**src/hw/rtl/pcmo_pkg.sv**
```systemverilog
// pcmo_pkg: shared constants, codes and types of the PCM-out descriptor DMA channel.
// Depends on nothing; the front, queue, back and top files refer to it by scoped names.
`default_nettype none

package pcmo_pkg;

   // default sizes
   localparam int RING_ENTRIES_DEF = 32;
   localparam int QUEUE_DEPTH_DEF  = 4;

   // input actions
   localparam logic [1:0] ACT_WRITE  = 2'd0;
   localparam logic [1:0] ACT_READ   = 2'd1;
   localparam logic [1:0] ACT_DESC   = 2'd2;
   localparam logic [1:0] ACT_TICK   = 2'd3;

   // result kinds
   localparam logic [1:0] KIND_ACK    = 2'd0;
   localparam logic [1:0] KIND_READ   = 2'd1;
   localparam logic [1:0] KIND_DESC   = 2'd2;
   localparam logic [1:0] KIND_SAMPLE = 2'd3;

   // channel register offsets
   localparam logic [3:0] OFF_INDEX   = 4'h4;
   localparam logic [3:0] OFF_LAST    = 4'h5;
   localparam logic [3:0] OFF_STATUS  = 4'h6;
   localparam logic [3:0] OFF_SAMPLES = 4'h8;
   localparam logic [3:0] OFF_CONTROL = 4'hB;

   // control and status bits
   localparam int CR_RUN_BIT      = 0;
   localparam int CR_RESET_BIT    = 1;
   localparam int SR_HALTED_BIT   = 0;
   localparam int SR_COMPLETE_BIT = 3;
   localparam int FLAG_IOC_BIT    = 15;

   // one result item without the per-step flags
   typedef struct packed {
      logic [1:0]  kind;
      logic [15:0] read_value;
      logic [31:0] mem_address;
   } result_type;

   // everything one input item produces: one or two results and the flags after the step
   typedef struct packed {
      result_type first;
      result_type second;
      logic       two;
      logic       halted;
      logic       irq;
   } queue_entry_type;

endpackage

`default_nettype wire

```
**src/hw/rtl/pcmo_ifs.sv**
```systemverilog
// Valid/ready channel interfaces of the PCM-out descriptor DMA channel.
// Request carries the input item, response carries one result item. No dependencies.
`default_nettype none

interface pcmo_req_if;
   logic        valid;
   logic        ready;
   logic [1:0]  action;
   logic [3:0]  reg_offset;
   logic [15:0] write_value;
   logic [31:0] entry_address;
   logic [15:0] entry_samples;
   logic [15:0] entry_flags;

   modport source (
      output valid, action, reg_offset, write_value, entry_address, entry_samples,
             entry_flags,
      input  ready
   );
   modport sink (
      input  valid, action, reg_offset, write_value, entry_address, entry_samples,
             entry_flags,
      output ready
   );
endinterface

interface pcmo_rsp_if;
   logic        valid;
   logic        ready;
   logic [1:0]  kind;
   logic [15:0] read_value;
   logic [31:0] mem_address;
   logic        halted;
   logic        irq;
   logic        last;

   modport source (
      output valid, kind, read_value, mem_address, halted, irq, last,
      input  ready
   );
   modport sink (
      input  valid, kind, read_value, mem_address, halted, irq, last,
      output ready
   );
endinterface

`default_nettype wire

```
**src/hw/rtl/pcmo_front.sv**
```systemverilog
// pcmo_front: accepts request items, holds all channel state and builds the results.
// Depends on pcmo_pkg and pcmo_req_if; pushes one queue entry per accepted item.
`default_nettype none

module pcmo_front #(
   parameter int RING_ENTRIES = pcmo_pkg::RING_ENTRIES_DEF
) (
   input  wire logic                     clock,
   input  wire logic                     reset,
   input  wire logic                     csr_write_enable,
   input  wire logic [31:0]              csr_write_data,
   pcmo_req_if.sink                      req,
   input  wire logic                     queue_full,
   output logic                          push_valid,
   output pcmo_pkg::queue_entry_type     push_entry
);

   localparam int IW = $clog2(RING_ENTRIES);
   localparam logic [IW-1:0] LastIdx = IW'(RING_ENTRIES - 1);
   // reciprocal for the last-index reduction: exact floor for every 16-bit value
   localparam int RecipShift = 16 + $clog2(RING_ENTRIES);
   localparam logic [63:0] RecipWide =
      ((64'd1 << RecipShift) + 64'(RING_ENTRIES) - 64'd1) / 64'(RING_ENTRIES);
   localparam logic [17:0] RecipMul = RecipWide[17:0];
   localparam logic [15:0] RingWord = 16'(RING_ENTRIES);

   // channel state
   logic [31:0]   list_base_ff, list_base_in;
   logic [IW-1:0] cur_idx_ff, cur_idx_in;
   logic [IW-1:0] lvi_ff, lvi_in;
   logic [15:0]   samples_ff, samples_in;
   logic [15:0]   buf_len_ff, buf_len_in;
   logic [31:0]   buf_addr_ff, buf_addr_in;
   logic          ent_int_ff, ent_int_in;
   logic          run_ff, run_in;
   logic          halted_ff, halted_in;
   logic          comp_ff, comp_in;
   logic          pend_ff, pend_in;

   // last-index reduction in flight
   logic          lvi_busy_ff, lvi_busy_in;
   logic [15:0]   lvi_raw_ff, lvi_raw_in;
   logic [15:0]   lvi_q_ff, lvi_q_in;

   logic          accept;
   logic [33:0]   recip_prod;
   logic [31:0]   lvi_prod;
   logic [15:0]   lvi_rem;
   logic [IW-1:0] next_idx;
   logic [31:0]   desc_cur;
   logic [31:0]   desc_next;
   logic [15:0]   played;
   logic [31:0]   sample_addr;
   logic [15:0]   samples_dec;
   logic [15:0]   read_data;
   logic          have_sample;
   logic          have_desc;
   pcmo_pkg::result_type res_ack;
   pcmo_pkg::result_type res_desc_cur;
   pcmo_pkg::result_type res_desc_next;
   pcmo_pkg::result_type res_sample;

   assign req.ready = !queue_full && !lvi_busy_ff;
   assign accept    = req.valid && req.ready;

   // quotient of the written last index by the ring size, finished next cycle
   assign recip_prod = 34'(req.write_value) * 34'(RecipMul);
   assign lvi_prod   = 32'(lvi_q_ff) * 32'(RingWord);
   assign lvi_rem    = lvi_raw_ff - lvi_prod[15:0];

   // addresses
   assign next_idx    = (cur_idx_ff == LastIdx) ? '0 : cur_idx_ff + IW'(1);
   assign desc_cur    = list_base_ff + (32'(cur_idx_ff) << 3);
   assign desc_next   = list_base_ff + (32'(next_idx) << 3);
   assign played      = buf_len_ff - samples_ff;
   assign sample_addr = buf_addr_ff + (32'(played) << 1);
   assign samples_dec = samples_ff - 16'd1;

   assign res_ack       = '{kind: pcmo_pkg::KIND_ACK, read_value: 16'd0, mem_address: 32'd0};
   assign res_desc_cur  = '{kind: pcmo_pkg::KIND_DESC, read_value: 16'd0,
                            mem_address: desc_cur};
   assign res_desc_next = '{kind: pcmo_pkg::KIND_DESC, read_value: 16'd0,
                            mem_address: desc_next};
   assign res_sample    = '{kind: pcmo_pkg::KIND_SAMPLE, read_value: 16'd0,
                            mem_address: sample_addr};

   // register read mux
   always_comb begin
      read_data = 16'd0;
      case (req.reg_offset)
         pcmo_pkg::OFF_INDEX:   read_data = 16'(cur_idx_ff);
         pcmo_pkg::OFF_LAST:    read_data = 16'(lvi_ff);
         pcmo_pkg::OFF_STATUS: begin
            read_data[pcmo_pkg::SR_HALTED_BIT]   = halted_ff;
            read_data[pcmo_pkg::SR_COMPLETE_BIT] = comp_ff;
         end
         pcmo_pkg::OFF_SAMPLES: read_data = samples_ff;
         pcmo_pkg::OFF_CONTROL: read_data[pcmo_pkg::CR_RUN_BIT] = run_ff;
         default:               read_data = 16'd0;
      endcase
   end

   // item execution and next state
   always_comb begin
      list_base_in = csr_write_enable ? csr_write_data : list_base_ff;
      cur_idx_in   = cur_idx_ff;
      lvi_in       = lvi_ff;
      samples_in   = samples_ff;
      buf_len_in   = buf_len_ff;
      buf_addr_in  = buf_addr_ff;
      ent_int_in   = ent_int_ff;
      run_in       = run_ff;
      halted_in    = halted_ff;
      comp_in      = comp_ff;
      pend_in      = pend_ff;
      lvi_busy_in  = 1'b0;
      lvi_raw_in   = lvi_raw_ff;
      lvi_q_in     = lvi_q_ff;
      have_sample  = 1'b0;
      have_desc    = 1'b0;
      push_entry   = '{first: res_ack, second: res_ack, two: 1'b0, halted: 1'b0, irq: 1'b0};

      // finish a pending last-index write
      if (lvi_busy_ff) begin
         lvi_in = lvi_rem[IW-1:0];
      end

      if (accept) begin
         case (req.action)
            pcmo_pkg::ACT_WRITE: begin
               case (req.reg_offset)
                  pcmo_pkg::OFF_LAST: begin
                     lvi_busy_in = 1'b1;
                     lvi_raw_in  = req.write_value;
                     lvi_q_in    = 16'(recip_prod >> RecipShift);
                  end
                  pcmo_pkg::OFF_STATUS: begin
                     if (req.write_value[pcmo_pkg::SR_COMPLETE_BIT]) begin
                        comp_in = 1'b0;
                     end
                  end
                  pcmo_pkg::OFF_CONTROL: begin
                     if (req.write_value[pcmo_pkg::CR_RESET_BIT]) begin
                        cur_idx_in = '0;
                        lvi_in     = '0;
                        samples_in = 16'd0;
                        comp_in    = 1'b0;
                        run_in     = 1'b0;
                        pend_in    = 1'b0;
                        halted_in  = 1'b1;
                     end else if (req.write_value[pcmo_pkg::CR_RUN_BIT]) begin
                        run_in = 1'b1;
                        if (!run_ff && halted_ff && !pend_ff) begin
                           pend_in           = 1'b1;
                           push_entry.second = res_desc_cur;
                           push_entry.two    = 1'b1;
                        end
                     end else begin
                        run_in    = 1'b0;
                        halted_in = 1'b1;
                        pend_in   = 1'b0;
                     end
                  end
                  default: begin
                  end
               endcase
            end
            pcmo_pkg::ACT_READ: begin
               push_entry.first = '{kind: pcmo_pkg::KIND_READ, read_value: read_data,
                                    mem_address: 32'd0};
            end
            pcmo_pkg::ACT_DESC: begin
               if (pend_ff) begin
                  buf_addr_in = req.entry_address;
                  buf_len_in  = req.entry_samples;
                  samples_in  = req.entry_samples;
                  ent_int_in  = req.entry_flags[pcmo_pkg::FLAG_IOC_BIT];
                  pend_in     = 1'b0;
                  halted_in   = 1'b0;
               end
            end
            pcmo_pkg::ACT_TICK: begin
               if (run_ff && !halted_ff && !pend_ff) begin
                  if (samples_ff != 16'd0) begin
                     have_sample = 1'b1;
                     samples_in  = samples_dec;
                  end
                  // buffer empty after this tick
                  if (samples_ff == 16'd0 || samples_dec == 16'd0) begin
                     if (ent_int_ff) begin
                        comp_in = 1'b1;
                     end
                     if (cur_idx_ff == lvi_ff) begin
                        halted_in = 1'b1;
                     end else begin
                        cur_idx_in = next_idx;
                        pend_in    = 1'b1;
                        have_desc  = 1'b1;
                     end
                  end
               end
               if (have_sample) begin
                  push_entry.first = res_sample;
                  if (have_desc) begin
                     push_entry.second = res_desc_next;
                     push_entry.two    = 1'b1;
                  end
               end else if (have_desc) begin
                  push_entry.first = res_desc_next;
               end
            end
            default: begin
            end
         endcase
      end

      push_entry.halted = halted_in;
      push_entry.irq    = comp_in;
   end

   assign push_valid = accept;

   // state registers
   always_ff @(posedge clock) begin
      if (reset) begin
         list_base_ff <= 32'd0;
         cur_idx_ff   <= '0;
         lvi_ff       <= '0;
         samples_ff   <= 16'd0;
         buf_len_ff   <= 16'd0;
         buf_addr_ff  <= 32'd0;
         ent_int_ff   <= 1'b0;
         run_ff       <= 1'b0;
         halted_ff    <= 1'b1;
         comp_ff      <= 1'b0;
         pend_ff      <= 1'b0;
         lvi_busy_ff  <= 1'b0;
      end else begin
         list_base_ff <= list_base_in;
         cur_idx_ff   <= cur_idx_in;
         lvi_ff       <= lvi_in;
         samples_ff   <= samples_in;
         buf_len_ff   <= buf_len_in;
         buf_addr_ff  <= buf_addr_in;
         ent_int_ff   <= ent_int_in;
         run_ff       <= run_in;
         halted_ff    <= halted_in;
         comp_ff      <= comp_in;
         pend_ff      <= pend_in;
         lvi_busy_ff  <= lvi_busy_in;
      end
   end

   // reduction operands
   always_ff @(posedge clock) begin
      lvi_raw_ff <= lvi_raw_in;
      lvi_q_ff   <= lvi_q_in;
   end

   // a descriptor fetch only waits while the channel is running
   a_pend_needs_run: assert property (@(posedge clock) disable iff (reset)
      pend_ff |-> run_ff)
      else $error("descriptor fetch pending while run bit is clear");

   // the channel only plays while running
   a_play_needs_run: assert property (@(posedge clock) disable iff (reset)
      !halted_ff |-> run_ff)
      else $error("channel not halted while run bit is clear");

   // indexes stay inside the ring
   a_index_range: assert property (@(posedge clock) disable iff (reset)
      (lvi_ff <= LastIdx) && (cur_idx_ff <= LastIdx))
      else $error("ring index out of range");

endmodule

`default_nettype wire

```
**src/hw/rtl/pcmo_queue.sv**
```systemverilog
// pcmo_queue: short FIFO of per-item result entries between front and back.
// Depends on pcmo_pkg for the entry type.
`default_nettype none

module pcmo_queue #(
   parameter int DEPTH = pcmo_pkg::QUEUE_DEPTH_DEF
) (
   input  wire logic                      clock,
   input  wire logic                      reset,
   input  wire logic                      push_valid,
   input  wire pcmo_pkg::queue_entry_type push_entry,
   output logic                           full,
   input  wire logic                      pop,
   output logic                           not_empty,
   output pcmo_pkg::queue_entry_type      head
);

   localparam int PW = $clog2(DEPTH);
   localparam int CW = $clog2(DEPTH + 1);
   localparam logic [PW-1:0] LastPtr = PW'(DEPTH - 1);

   pcmo_pkg::queue_entry_type slots_ff [DEPTH];
   logic [PW-1:0] wr_ptr_ff, wr_ptr_in;
   logic [PW-1:0] rd_ptr_ff, rd_ptr_in;
   logic [CW-1:0] count_ff, count_in;
   logic          do_push;
   logic          do_pop;

   assign full      = (count_ff == CW'(DEPTH));
   assign not_empty = (count_ff != '0);
   assign head      = slots_ff[rd_ptr_ff];
   assign do_push   = push_valid && !full;
   assign do_pop    = pop && not_empty;

   // pointer and fill count update
   always_comb begin
      wr_ptr_in = wr_ptr_ff;
      rd_ptr_in = rd_ptr_ff;
      count_in  = count_ff;
      if (do_push) begin
         wr_ptr_in = (wr_ptr_ff == LastPtr) ? '0 : wr_ptr_ff + PW'(1);
      end
      if (do_pop) begin
         rd_ptr_in = (rd_ptr_ff == LastPtr) ? '0 : rd_ptr_ff + PW'(1);
      end
      if (do_push && !do_pop) begin
         count_in = count_ff + CW'(1);
      end else if (!do_push && do_pop) begin
         count_in = count_ff - CW'(1);
      end
   end

   always_ff @(posedge clock) begin
      if (reset) begin
         wr_ptr_ff <= '0;
         rd_ptr_ff <= '0;
         count_ff  <= '0;
      end else begin
         wr_ptr_ff <= wr_ptr_in;
         rd_ptr_ff <= rd_ptr_in;
         count_ff  <= count_in;
      end
   end

   // entry storage
   always_ff @(posedge clock) begin
      if (do_push) begin
         slots_ff[wr_ptr_ff] <= push_entry;
      end
   end

   // the front never pushes into a full queue
   a_no_overflow: assert property (@(posedge clock) disable iff (reset)
      push_valid |-> !full)
      else $error("push into full result queue");

endmodule

`default_nettype wire

```
**src/hw/rtl/pcmo_back.sv**
```systemverilog
// pcmo_back: drains queue entries onto the response channel, one result per cycle while rsp.ready is high.
// Depends on pcmo_pkg and pcmo_rsp_if.
`default_nettype none

module pcmo_back (
   input  wire logic                      clock,
   input  wire logic                      reset,
   input  wire logic                      not_empty,
   input  wire pcmo_pkg::queue_entry_type head,
   output logic                           pop,
   pcmo_rsp_if.source                     rsp
);

   logic sel_ff, sel_in;
   logic fire;
   logic is_last;
   pcmo_pkg::result_type cur;

   assign is_last = !head.two || sel_ff;
   assign cur     = sel_ff ? head.second : head.first;

   assign rsp.valid       = not_empty;
   assign rsp.kind        = cur.kind;
   assign rsp.read_value  = cur.read_value;
   assign rsp.mem_address = cur.mem_address;
   assign rsp.halted      = head.halted;
   assign rsp.irq         = head.irq;
   assign rsp.last        = is_last;

   assign fire = rsp.valid && rsp.ready;
   assign pop  = fire && is_last;

   // step to the second result of a two-result entry
   always_comb begin
      sel_in = sel_ff;
      if (fire) begin
         sel_in = !is_last;
      end
   end

   always_ff @(posedge clock) begin
      if (reset) begin
         sel_ff <= 1'b0;
      end else begin
         sel_ff <= sel_in;
      end
   end

   // the second result of an entry follows directly after its first
   a_second_follows: assert property (@(posedge clock) disable iff (reset)
      (fire && !is_last) |=> (rsp.valid && sel_ff && head.two))
      else $error("second result of an item lost");

endmodule

`default_nettype wire

```
**src/hw/rtl/pcm_out_descriptor_dma_channel.sv**
```systemverilog
// PCM-out descriptor DMA channel. Walks a ring of RING_ENTRIES eight-byte buffer
// descriptors starting at list_base (written on the csr port). Each request item is a
// register write, a register read, a returned descriptor or a sample tick; it yields one
// or two response items (acknowledge, read data, descriptor fetch request, sample fetch),
// each carrying the halted and completion flags after the step and a last marker. The
// front accepts one request per cycle while the result queue has room and no last-index
// reduction is in flight; the back sends one response per cycle while rsp_if.ready is high,
// so an item that yields a sample fetch plus a descriptor request, or a run write that
// starts a fetch, yields two responses, which the QUEUE_DEPTH-entry queue absorbs. A write
// to the last valid index holds req ready low while its reduction modulo RING_ENTRIES
// completes. Results are registered in the queue before they reach the response side.
// Depends on pcmo_pkg, pcmo_ifs, pcmo_front, pcmo_queue and pcmo_back.
`default_nettype none

module pcm_out_descriptor_dma_channel #(
   parameter int RING_ENTRIES = pcmo_pkg::RING_ENTRIES_DEF,
   parameter int QUEUE_DEPTH  = pcmo_pkg::QUEUE_DEPTH_DEF
) (
   input  wire logic        clock,
   input  wire logic        reset,
   input  wire logic        csr_write_enable,
   input  wire logic [31:0] csr_write_data,
   pcmo_req_if.sink         req_if,
   pcmo_rsp_if.source       rsp_if
);

   logic                      queue_full;
   logic                      push_valid;
   pcmo_pkg::queue_entry_type push_entry;
   logic                      pop;
   logic                      not_empty;
   pcmo_pkg::queue_entry_type head;

   // request side: state and result building
   pcmo_front #(
      .RING_ENTRIES (RING_ENTRIES)
   ) u_front (
      .clock            (clock),
      .reset            (reset),
      .csr_write_enable (csr_write_enable),
      .csr_write_data   (csr_write_data),
      .req              (req_if),
      .queue_full       (queue_full),
      .push_valid       (push_valid),
      .push_entry       (push_entry)
   );

   // decoupling queue
   pcmo_queue #(
      .DEPTH (QUEUE_DEPTH)
   ) u_queue (
      .clock      (clock),
      .reset      (reset),
      .push_valid (push_valid),
      .push_entry (push_entry),
      .full       (queue_full),
      .pop        (pop),
      .not_empty  (not_empty),
      .head       (head)
   );

   // response side
   pcmo_back u_back (
      .clock     (clock),
      .reset     (reset),
      .not_empty (not_empty),
      .head      (head),
      .pop       (pop),
      .rsp       (rsp_if)
   );

endmodule

`default_nettype wire
```
**src/flat_wrapper.sv**
```systemverilog
// flat-port wrapper written by rule: the top's interface ports become plain ports
module pcm_out_descriptor_dma_channel_flat 
#(
   parameter int RING_ENTRIES = pcmo_pkg::RING_ENTRIES_DEF,
   parameter int QUEUE_DEPTH  = pcmo_pkg::QUEUE_DEPTH_DEF
)
  (clock, reset, csr_write_enable, csr_write_data, req_if_valid, req_if_action, req_if_reg_offset, req_if_write_value, req_if_entry_address, req_if_entry_samples, req_if_entry_flags, req_if_ready, rsp_if_valid, rsp_if_kind, rsp_if_read_value, rsp_if_mem_address, rsp_if_halted, rsp_if_irq, rsp_if_last, rsp_if_ready);
  pcmo_req_if req_if_i ();
  pcmo_rsp_if rsp_if_i ();
  input  wire logic clock;
  input  wire logic reset;
  input  wire logic csr_write_enable;
  input  wire logic [31:0] csr_write_data;
  input wire logic [$bits(req_if_i.valid)-1:0] req_if_valid;
  input wire logic [$bits(req_if_i.action)-1:0] req_if_action;
  input wire logic [$bits(req_if_i.reg_offset)-1:0] req_if_reg_offset;
  input wire logic [$bits(req_if_i.write_value)-1:0] req_if_write_value;
  input wire logic [$bits(req_if_i.entry_address)-1:0] req_if_entry_address;
  input wire logic [$bits(req_if_i.entry_samples)-1:0] req_if_entry_samples;
  input wire logic [$bits(req_if_i.entry_flags)-1:0] req_if_entry_flags;
  output wire logic [$bits(req_if_i.ready)-1:0] req_if_ready;
  output wire logic [$bits(rsp_if_i.valid)-1:0] rsp_if_valid;
  output wire logic [$bits(rsp_if_i.kind)-1:0] rsp_if_kind;
  output wire logic [$bits(rsp_if_i.read_value)-1:0] rsp_if_read_value;
  output wire logic [$bits(rsp_if_i.mem_address)-1:0] rsp_if_mem_address;
  output wire logic [$bits(rsp_if_i.halted)-1:0] rsp_if_halted;
  output wire logic [$bits(rsp_if_i.irq)-1:0] rsp_if_irq;
  output wire logic [$bits(rsp_if_i.last)-1:0] rsp_if_last;
  input wire logic [$bits(rsp_if_i.ready)-1:0] rsp_if_ready;
  assign req_if_i.valid = req_if_valid;
  assign req_if_i.action = req_if_action;
  assign req_if_i.reg_offset = req_if_reg_offset;
  assign req_if_i.write_value = req_if_write_value;
  assign req_if_i.entry_address = req_if_entry_address;
  assign req_if_i.entry_samples = req_if_entry_samples;
  assign req_if_i.entry_flags = req_if_entry_flags;
  assign req_if_ready = req_if_i.ready;
  assign rsp_if_valid = rsp_if_i.valid;
  assign rsp_if_kind = rsp_if_i.kind;
  assign rsp_if_read_value = rsp_if_i.read_value;
  assign rsp_if_mem_address = rsp_if_i.mem_address;
  assign rsp_if_halted = rsp_if_i.halted;
  assign rsp_if_irq = rsp_if_i.irq;
  assign rsp_if_last = rsp_if_i.last;
  assign rsp_if_i.ready = rsp_if_ready;
  pcm_out_descriptor_dma_channel #(.RING_ENTRIES(RING_ENTRIES), .QUEUE_DEPTH(QUEUE_DEPTH)) u_core (.clock(clock), .reset(reset), .csr_write_enable(csr_write_enable), .csr_write_data(csr_write_data), .req_if(req_if_i), .rsp_if(rsp_if_i));
endmodule
```
**config.mk**
```make
export PLATFORM = sky130hd
export DESIGN_NAME = pcm_out_descriptor_dma_channel_flat
export DESIGN_NICKNAME = d
export VERILOG_FILES = /design/src/hw/rtl/pcmo_pkg.sv /design/src/hw/rtl/pcmo_ifs.sv /design/src/hw/rtl/pcmo_front.sv /design/src/hw/rtl/pcmo_queue.sv /design/src/hw/rtl/pcmo_back.sv /design/src/hw/rtl/pcm_out_descriptor_dma_channel.sv /design/src/flat_wrapper.sv
export SDC_FILE = /design/constraint.sdc
export NUM_CORES = 1
export LEC_CHECK = 0
export BUFFER_PORTS_ARGS = -buffer_cell sky130_fd_sc_hd__buf_2
export CAP_MARGIN = 10
export CORE_UTILIZATION = 55
export DETAILED_ROUTE_END_ITERATION = 7
export GPL_TIMING_DRIVEN = 0
export PLACE_DENSITY = 0.85
export SLEW_MARGIN = 20
export SYNTH_ARGS = -nofsm -noshare
export SYNTH_HDL_FRONTEND = slang
export SYNTH_HIERARCHICAL = 1
export SYNTH_SLANG_ARGS = --single-unit
```
**constraint.sdc**
```tcl
create_clock -name clock -period 7.72 [get_ports clock]
set_clock_uncertainty 0.1 [all_clocks]
set_input_delay 0.386 -clock clock [delete_from_list [all_inputs] [get_ports clock]]
set_output_delay 0.386 -clock clock [all_outputs]
set_load 0.01 [all_outputs]
```
After elaboration in Yosys (flattened, before gate mapping):

Memories as Yosys holds them, arrays and structs flattened. A register that Yosys moved wholly into a read port is not among the register bits.
Cells that the tools add are included.

* $add $sub $neg: 11
* $mul: 0
* divide/modulo/power cells: 0
* $lt $le $gt $ge: 0
* equal/unequal tests: 21
* shift operators: 0
* mux-type cells: 79
* bitwise gates (word level): 2
* reduce and logical (&&, ||, !) cells: 38

Operators by type and width (number)
* two-way mux 51 bit: 6
* two-way mux 50 bit: 3
* one-hot mux 51 bit (2 select lines): 1
* two-way mux 101 bit: 1
* one-hot mux 50 bit (2 select lines): 1
* two-way mux 16 bit: 5
* adder 32 x 8 -> 32 bit: 2
* two-way mux 5 bit: 11
* one-hot mux 16 bit (3 select lines): 1
* one-hot mux 12 bit (3 select lines): 1
* two-way mux 1 bit: 35
* adder 32 x 17 -> 32 bit: 1
* zero test 16 bit: 2
* AND reduction 7 bit: 3
* nonzero test 16 bit: 1
* subtractor 16 x 1 -> 16 bit, second input constant: 1
* subtractor 16 bit: 1
* equality test 4 x 3 -> 1 bit, second input constant: 3
* logical AND 1 bit: 12
* != test 2 bit, second input constant: 6
* one-hot mux 5 bit (2 select lines): 1
* zero test 1 bit: 9
* AND reduction 3 bit: 3
* equality test 2 bit, second input constant: 4
* 25 further kinds: 37

* bits in registers: 125
* bits in latches: 0
* bits in writable memories: 412
* bits in read-only memories: 0
* output and inout bits: 55
* memories kept: 1

Memories
* u_core.u_queue.slots_ff: words 4, bits a word 103, rd ports 1, clocked after memory_dff 1, write ports 1, RTL line pcmo_queue.sv:22 `pcmo_pkg::queue_entry_type slots_ff [DEPTH];`

Logic depth before layout (Yosys ltp):

* word-level depth: 11
* gate-level depth with buffers: 21
* depth with buffers taken out: 20

Cells and area by module:

Netlist, hierarchy kept.

Modules (own cells, without submodules)
* pcmo_queue: times used 1, cells an instance 588, area each 15408.5 sq um, seq. area each 12552.0 sq um
* pcmo_front: times used 1, cells an instance 1259, area each 9327.7 sq um, seq. area each 2392.3 sq um
* pcmo_back: times used 1, cells an instance 65, area each 893.4 sq um, seq. area each 20.0 sq um

Worst setup path before layout:

Ideal clock, no wire load.

* kind: register -> register
* from: register u_core.u_queue.count_ff[0]
* to: memory u_core/u_queue/slots_ff[0][0] (netlist bit) (enable)
* data arrival time: 3.934 ns
* required time: 7.146 ns
* path slack: 3.212 ns
* cell stages (with the launch flop): 8
* path buffers: 2
* clock period less this slack: 4.508 ns
* cells stage by stage: dfxtp_1 > or3b_1 > buf_2 > inv_2 > nor2_1 > and2_1 > clkbuf_1 > and3_1

* longest elaborated chain between the ends: 7

Ends and longest elaborated chain
* start: declaration: RTL line pcmo_queue.sv:25 `logic [CW-1:0] count_ff, count_in;`
* start signal: assignment: RTL line pcmo_queue.sv:61 `count_ff <= count_in;`
* equality test 3 bit: RTL line pcmo_queue.sv:29 `assign full = (count_ff == CW'(DEPTH));`
* net u_core.queue_full: RTL line pcm_out_descriptor_dma_channel.sv:27 `logic queue_full;`
* zero test 1 bit: RTL line pcmo_front.sv:63 `assign req.ready = !queue_full && !lvi_busy_ff;`
* logical AND 1 bit: RTL line pcmo_front.sv:63
* net req_if_ready: RTL line flat_wrapper.sv:21 `output wire logic [$bits(req_if_i.ready)-1:0] req_if_ready;`
* logical AND 1 bit: RTL line pcmo_front.sv:64 `assign accept = req.valid && req.ready;`
* net u_core.push_valid: RTL line pcm_out_descriptor_dma_channel.sv:28 `logic push_valid;`
* logical AND 1 bit: RTL line pcmo_queue.sv:32 `assign do_push = push_valid && !full;`
* two-way mux 1 bit: RTL line pcmo_queue.sv:67 `if (do_push) begin`
* two-way mux 1 bit (implied by the code): RTL line pcmo_queue.sv:68 `slots_ff[wr_ptr_ff] <= push_entry;`
* end: declaration: RTL line pcmo_queue.sv:22

The timed path passes the listed nets, and every way through them passes these cells.

==> impl_metrics.toml <==
[clocking]
cts-root-buf = "clkbuf_16"
cts-resized-gates = 0
cts_hold_buf = 83
cts.clk_slew.worst_paths_ns = 0.07
cts_num_sinks = 539
cts_tree = "yes"
h-tree-depth = 2
clkLatencyLatePin_ns = 0.59
cts_setup_buffers = 0
cts_buffer_depth = 3
cts_buffers = 53

[critical_path]
critPathMaxFanout = 9
start_kind = "flop"
slowest_delay_ns = 0.64
critPathKind = "reg2reg"
rrSetupSlack_ns = 2.00
critical-path-slowest-cell = "dfxtp_1"
worstPathCellList = "inv_1, ha_1, nor2b_1, o31a_1, nor3_1, o31ai_1, nor4_1, nor3_1, a21oi_1, xnor2_1, ha_1, a41oi_1, o21ai_0, a221o_1, a31oi_1, nor2_1, xnor2_1, o22ai_1"
critPathTopFamily = "compound AO/OA/AOI/OAI gates"
path_buf_inv = 1
cp.arrival_ns = 5.85
rr_endpoint = "u_core/u_queue/slots_ff[1][79]"
crit_required_ns = 7.85
end_kind = "flop"
timing.rr.start = "u_core/u_front/samples_ff[1]"
r2r_cells = 18

[synthesis]
ys.flop_type = "edfxtp_1"
syn_avg_cell_area_um2 = 13.4
synth_seq_cells = 539
syn_inst = 1912
ys_async_sr_fraction_pct = 0
ys_types = 79
syn_area_um2 = 25600
synth_edf_count = 417
yosysWarnings = 6
ys_seq_area_share_pct = 58.4

[grt]
antenna_found_initial = 3
grt_max_degree = 47
grt_pass1_vias = 17500
grt_pass1_wl_um = 104000
grt.overflow.total = 0
grt.total_usage_pct = 29.4

[worst_hold_path]
whs_path_depth = 3
hold_path_end = "u_core/u_front/list_base_ff[4]"
hold_start = "csr_write_data[4]"
hold_class = "in2reg"

[floorplanning]
die_w_um = 218
initial_utilization_pct = 56.1
core.rowCount = 78
die_y_um = 218
fp.dieArea_um2 = 47500
ioPinCount = 178
core_um2 = 45700

[sta]
tightest_slew_ns = 1.09
fmax_mhz = 175
slew_headroom_pct = 27.1
fin_crit_ns = 5.72
setup_tns_ns = 0
drv_slew = 0
final_hold_viol_count = 0
setup_viol = 0
fin_crit_sh_pct = 74.1
setup_slack_ns = 2.00
rsz0062_at_grt = "no"

[drt]
dr.first_iter.drc_count = 2185
dr_total_vias = 17800
drc = 0
firstDrtPassIters = 8
via_per_inst = 6.20
ant_nets = 0
wl_per_cell_um = 24.4
wl_um = 69800

[outcome]
outcome = "finished, final reports clean"

[placement]
gp_congestion = 0.976
dp_cells = 2685
io_buffers = 149
post-dp-hpwl_um = 48200
dp_slack_ns = 2.25

[cells_and_area]
area_growth_pct = 17.0
n_fill_cell = 3169
instances_no_fill = 2867
final_common_cell = "edfxtp_1"
nNetsFinal = 2410
drive_above_1_share_pct = 21.1
mostFrequentLayoutCells = "edfxtp_1 (417), nand2_1 (174), buf_2 (164), nor2_1 (135), dfxtp_1 (122)"

[pwr]
pwr-share-clk_pct = 31.1
p_leak_nw = 10.7
swShare_pct = 28.1
internal-power_w = 0.00591
switchingPower_w = 0.00231
power_frac_seq_pct = 43.6
pwr-share-comb_pct = 25.4
powerDensity_nw_per_um2 = 274
ir_drop_mv = 0.156

[run]
cap_violations = 0
==> power groups by stage <==
stage	sequential, W	combinational [W]	clock [W]
global placement	0.00365	0.00192	0
CTS	0.00357	0.00206	0.00258
detailed placement	0.00363	0.00201	0
floorplan	0.00361	0.00140	0
finish	0.00358	0.00208	0.00255
global route	0.00359	0.00220	0.00270
==> state kept, by name, indices dropped and copies added (netlist names), named ones only <==
signal                       flops
u_core/u_front/halted_ff         1
u_core/u_front/lvi_ff            5
u_core/u_front/run_ff            1
u_core/u_front/samples_ff       16
u_core/u_front/comp_ff           1
u_core/u_queue/rd_ptr_ff         2
u_core/u_queue/wr_ptr_ff         2
u_core/u_front/list_base_ff     32
u_core/u_front/ent_int_ff        1
u_core/u_queue/slots_ff        412
u_core/u_back/sel_ff             1
u_core/u_front/buf_len_ff       16
u_core/u_queue/count_ff          3
u_core/u_front/lvi_busy_ff       1
u_core/u_front/cur_idx_ff        5
u_core/u_front/pend_ff           1
u_core/u_front/buf_addr_ff      32
u_core/u_front/lvi_raw_ff        5
==> area by class of cell <==
cell class | instances | area [µm²] | area share [%]
well taps | 600 | 751 | 2.50
diodes | 4 | 10.0 | 0.0334
repair buffers | 240 | 1780 | 5.94
plain buffers | 129 | 798 | 2.66
clock inverters | 24 | 256 | 0.856
inverters | 55 | 206 | 0.689
flip-flops and latches | 539 | 15000 | 49.9
multi-input cells | 1205 | 9750 | 32.5
clock buffers | 71 | 1460 | 4.88
==> routing by layer <==
layer	track usage (%)	part of all wire, %	vias to the layer above
li1	-	-	7811
met1	40.0	40	8724
met2	48.0	48	1094
met3	4.45	8.9	159
met4	10.5	3.4	0
met5	0	0	-
==> worst max-delay path by stage <==
| stage | start | end | slack (ns) | cells past startpoint |
|---|---|---|---|---|
| 6_report | u_core/u_front/samples_ff[1] | u_core/u_queue/slots_ff[1][79] | 2.00 | 18 |
| 5_1_grt | u_core/u_front/samples_ff[1] | u_core/u_queue/slots_ff[1][79] | 1.70 | 18 |
| 4_1_cts | u_core/u_front/samples_ff[0] | u_core/u_queue/slots_ff[1][79] | 2.20 | 20 |
| 3_5_place_dp | u_core/u_front/samples_ff[1] | u_core/u_queue/slots_ff[1][79] | 2.25 | 18 |
| 3_3_place_gp | u_core/u_queue/count_ff[0] | u_core/u_queue/slots_ff[1][19] | 1.04 | 7 |
| 2_1_floorplan | u_core/u_queue/count_ff[0] | u_core/u_queue/slots_ff[0][0] | 3.21 | 7 |
==> cell usage after synthesis (all sizes together) (3+ instances only) <==
cell      n  share of area (%)
edfxtp  417                 49
nand2   174                2.5
nor2    135                2.0
dfxtp   122                9.5
a21oi   104                2.0
mux4    103                9.1
buf      68                2.2
clkbuf   61               0.89
ha       59                2.9
o21ai    57                1.1
inv      54               0.79
mux2     54                3.1
mux2i    54                2.1
xnor2    53                1.8
nand3    37               0.74
o22ai    37               0.93
nor3     33               0.68
xor2     32                1.1
and3     27               0.66
and2     25               0.61
a22oi    21               0.62
o31ai    16               0.49
nand4    15               0.37
a211oi   14               0.43
nor2b    13               0.32
nand2b   12               0.29
o21a     11               0.32
a21o     10               0.29
a22o      9               0.31
nor4      8               0.28
a31oi     6               0.15
or3       6               0.15
a21boi    5               0.15
fa        5               0.39
nor3b     5               0.17
o211ai    5               0.15
a221oi    4               0.14
and4      4               0.15
a211o     3               0.10
==> stage by stage <==
stage | utilization [%] | hold WS (ns) | area, µm² | power, W
2_1_floorplan | - | 0.336 | 25700 | 0.00500
3_3_place_gp | 59.5 | 0.351 | 27200 | 0.00557
3_5_place_dp | 60.0 | 0.356 | 27400 | 0.00563
4_1_cts | 65.6 | 0.00252 | 30000 | 0.00821
5_1_grt | 65.6 | 0.0268 | 30000 | 0.00849
6_report | 65.6 | 0.0439 | 30000 | 0.00821
==> worst min-delay path: stages <==
cell and delay [ns]:
buf_2 0.11, mux2i_1 0.09, nor2_1 0.09
==> cell families after synthesis <==
| kind of cell | Yosys count | synth area share, % |
|---|---|---|
| muxes | 211 | 14.3 |
| DFF | 539 | 58.4 |
| adders and majority gates | 64 | 3.27 |
| xor gates and xnor gates | 85 | 2.90 |
| buffers and inverters | 184 | 3.92 |
| and+or+nand+nor | 503 | 9.22 |
| other | 1 | 0.0146 |
| AOI/OAI and AO/OA | 325 | 8.03 |
No activity file was read; power rests on OpenSTA's default activity.
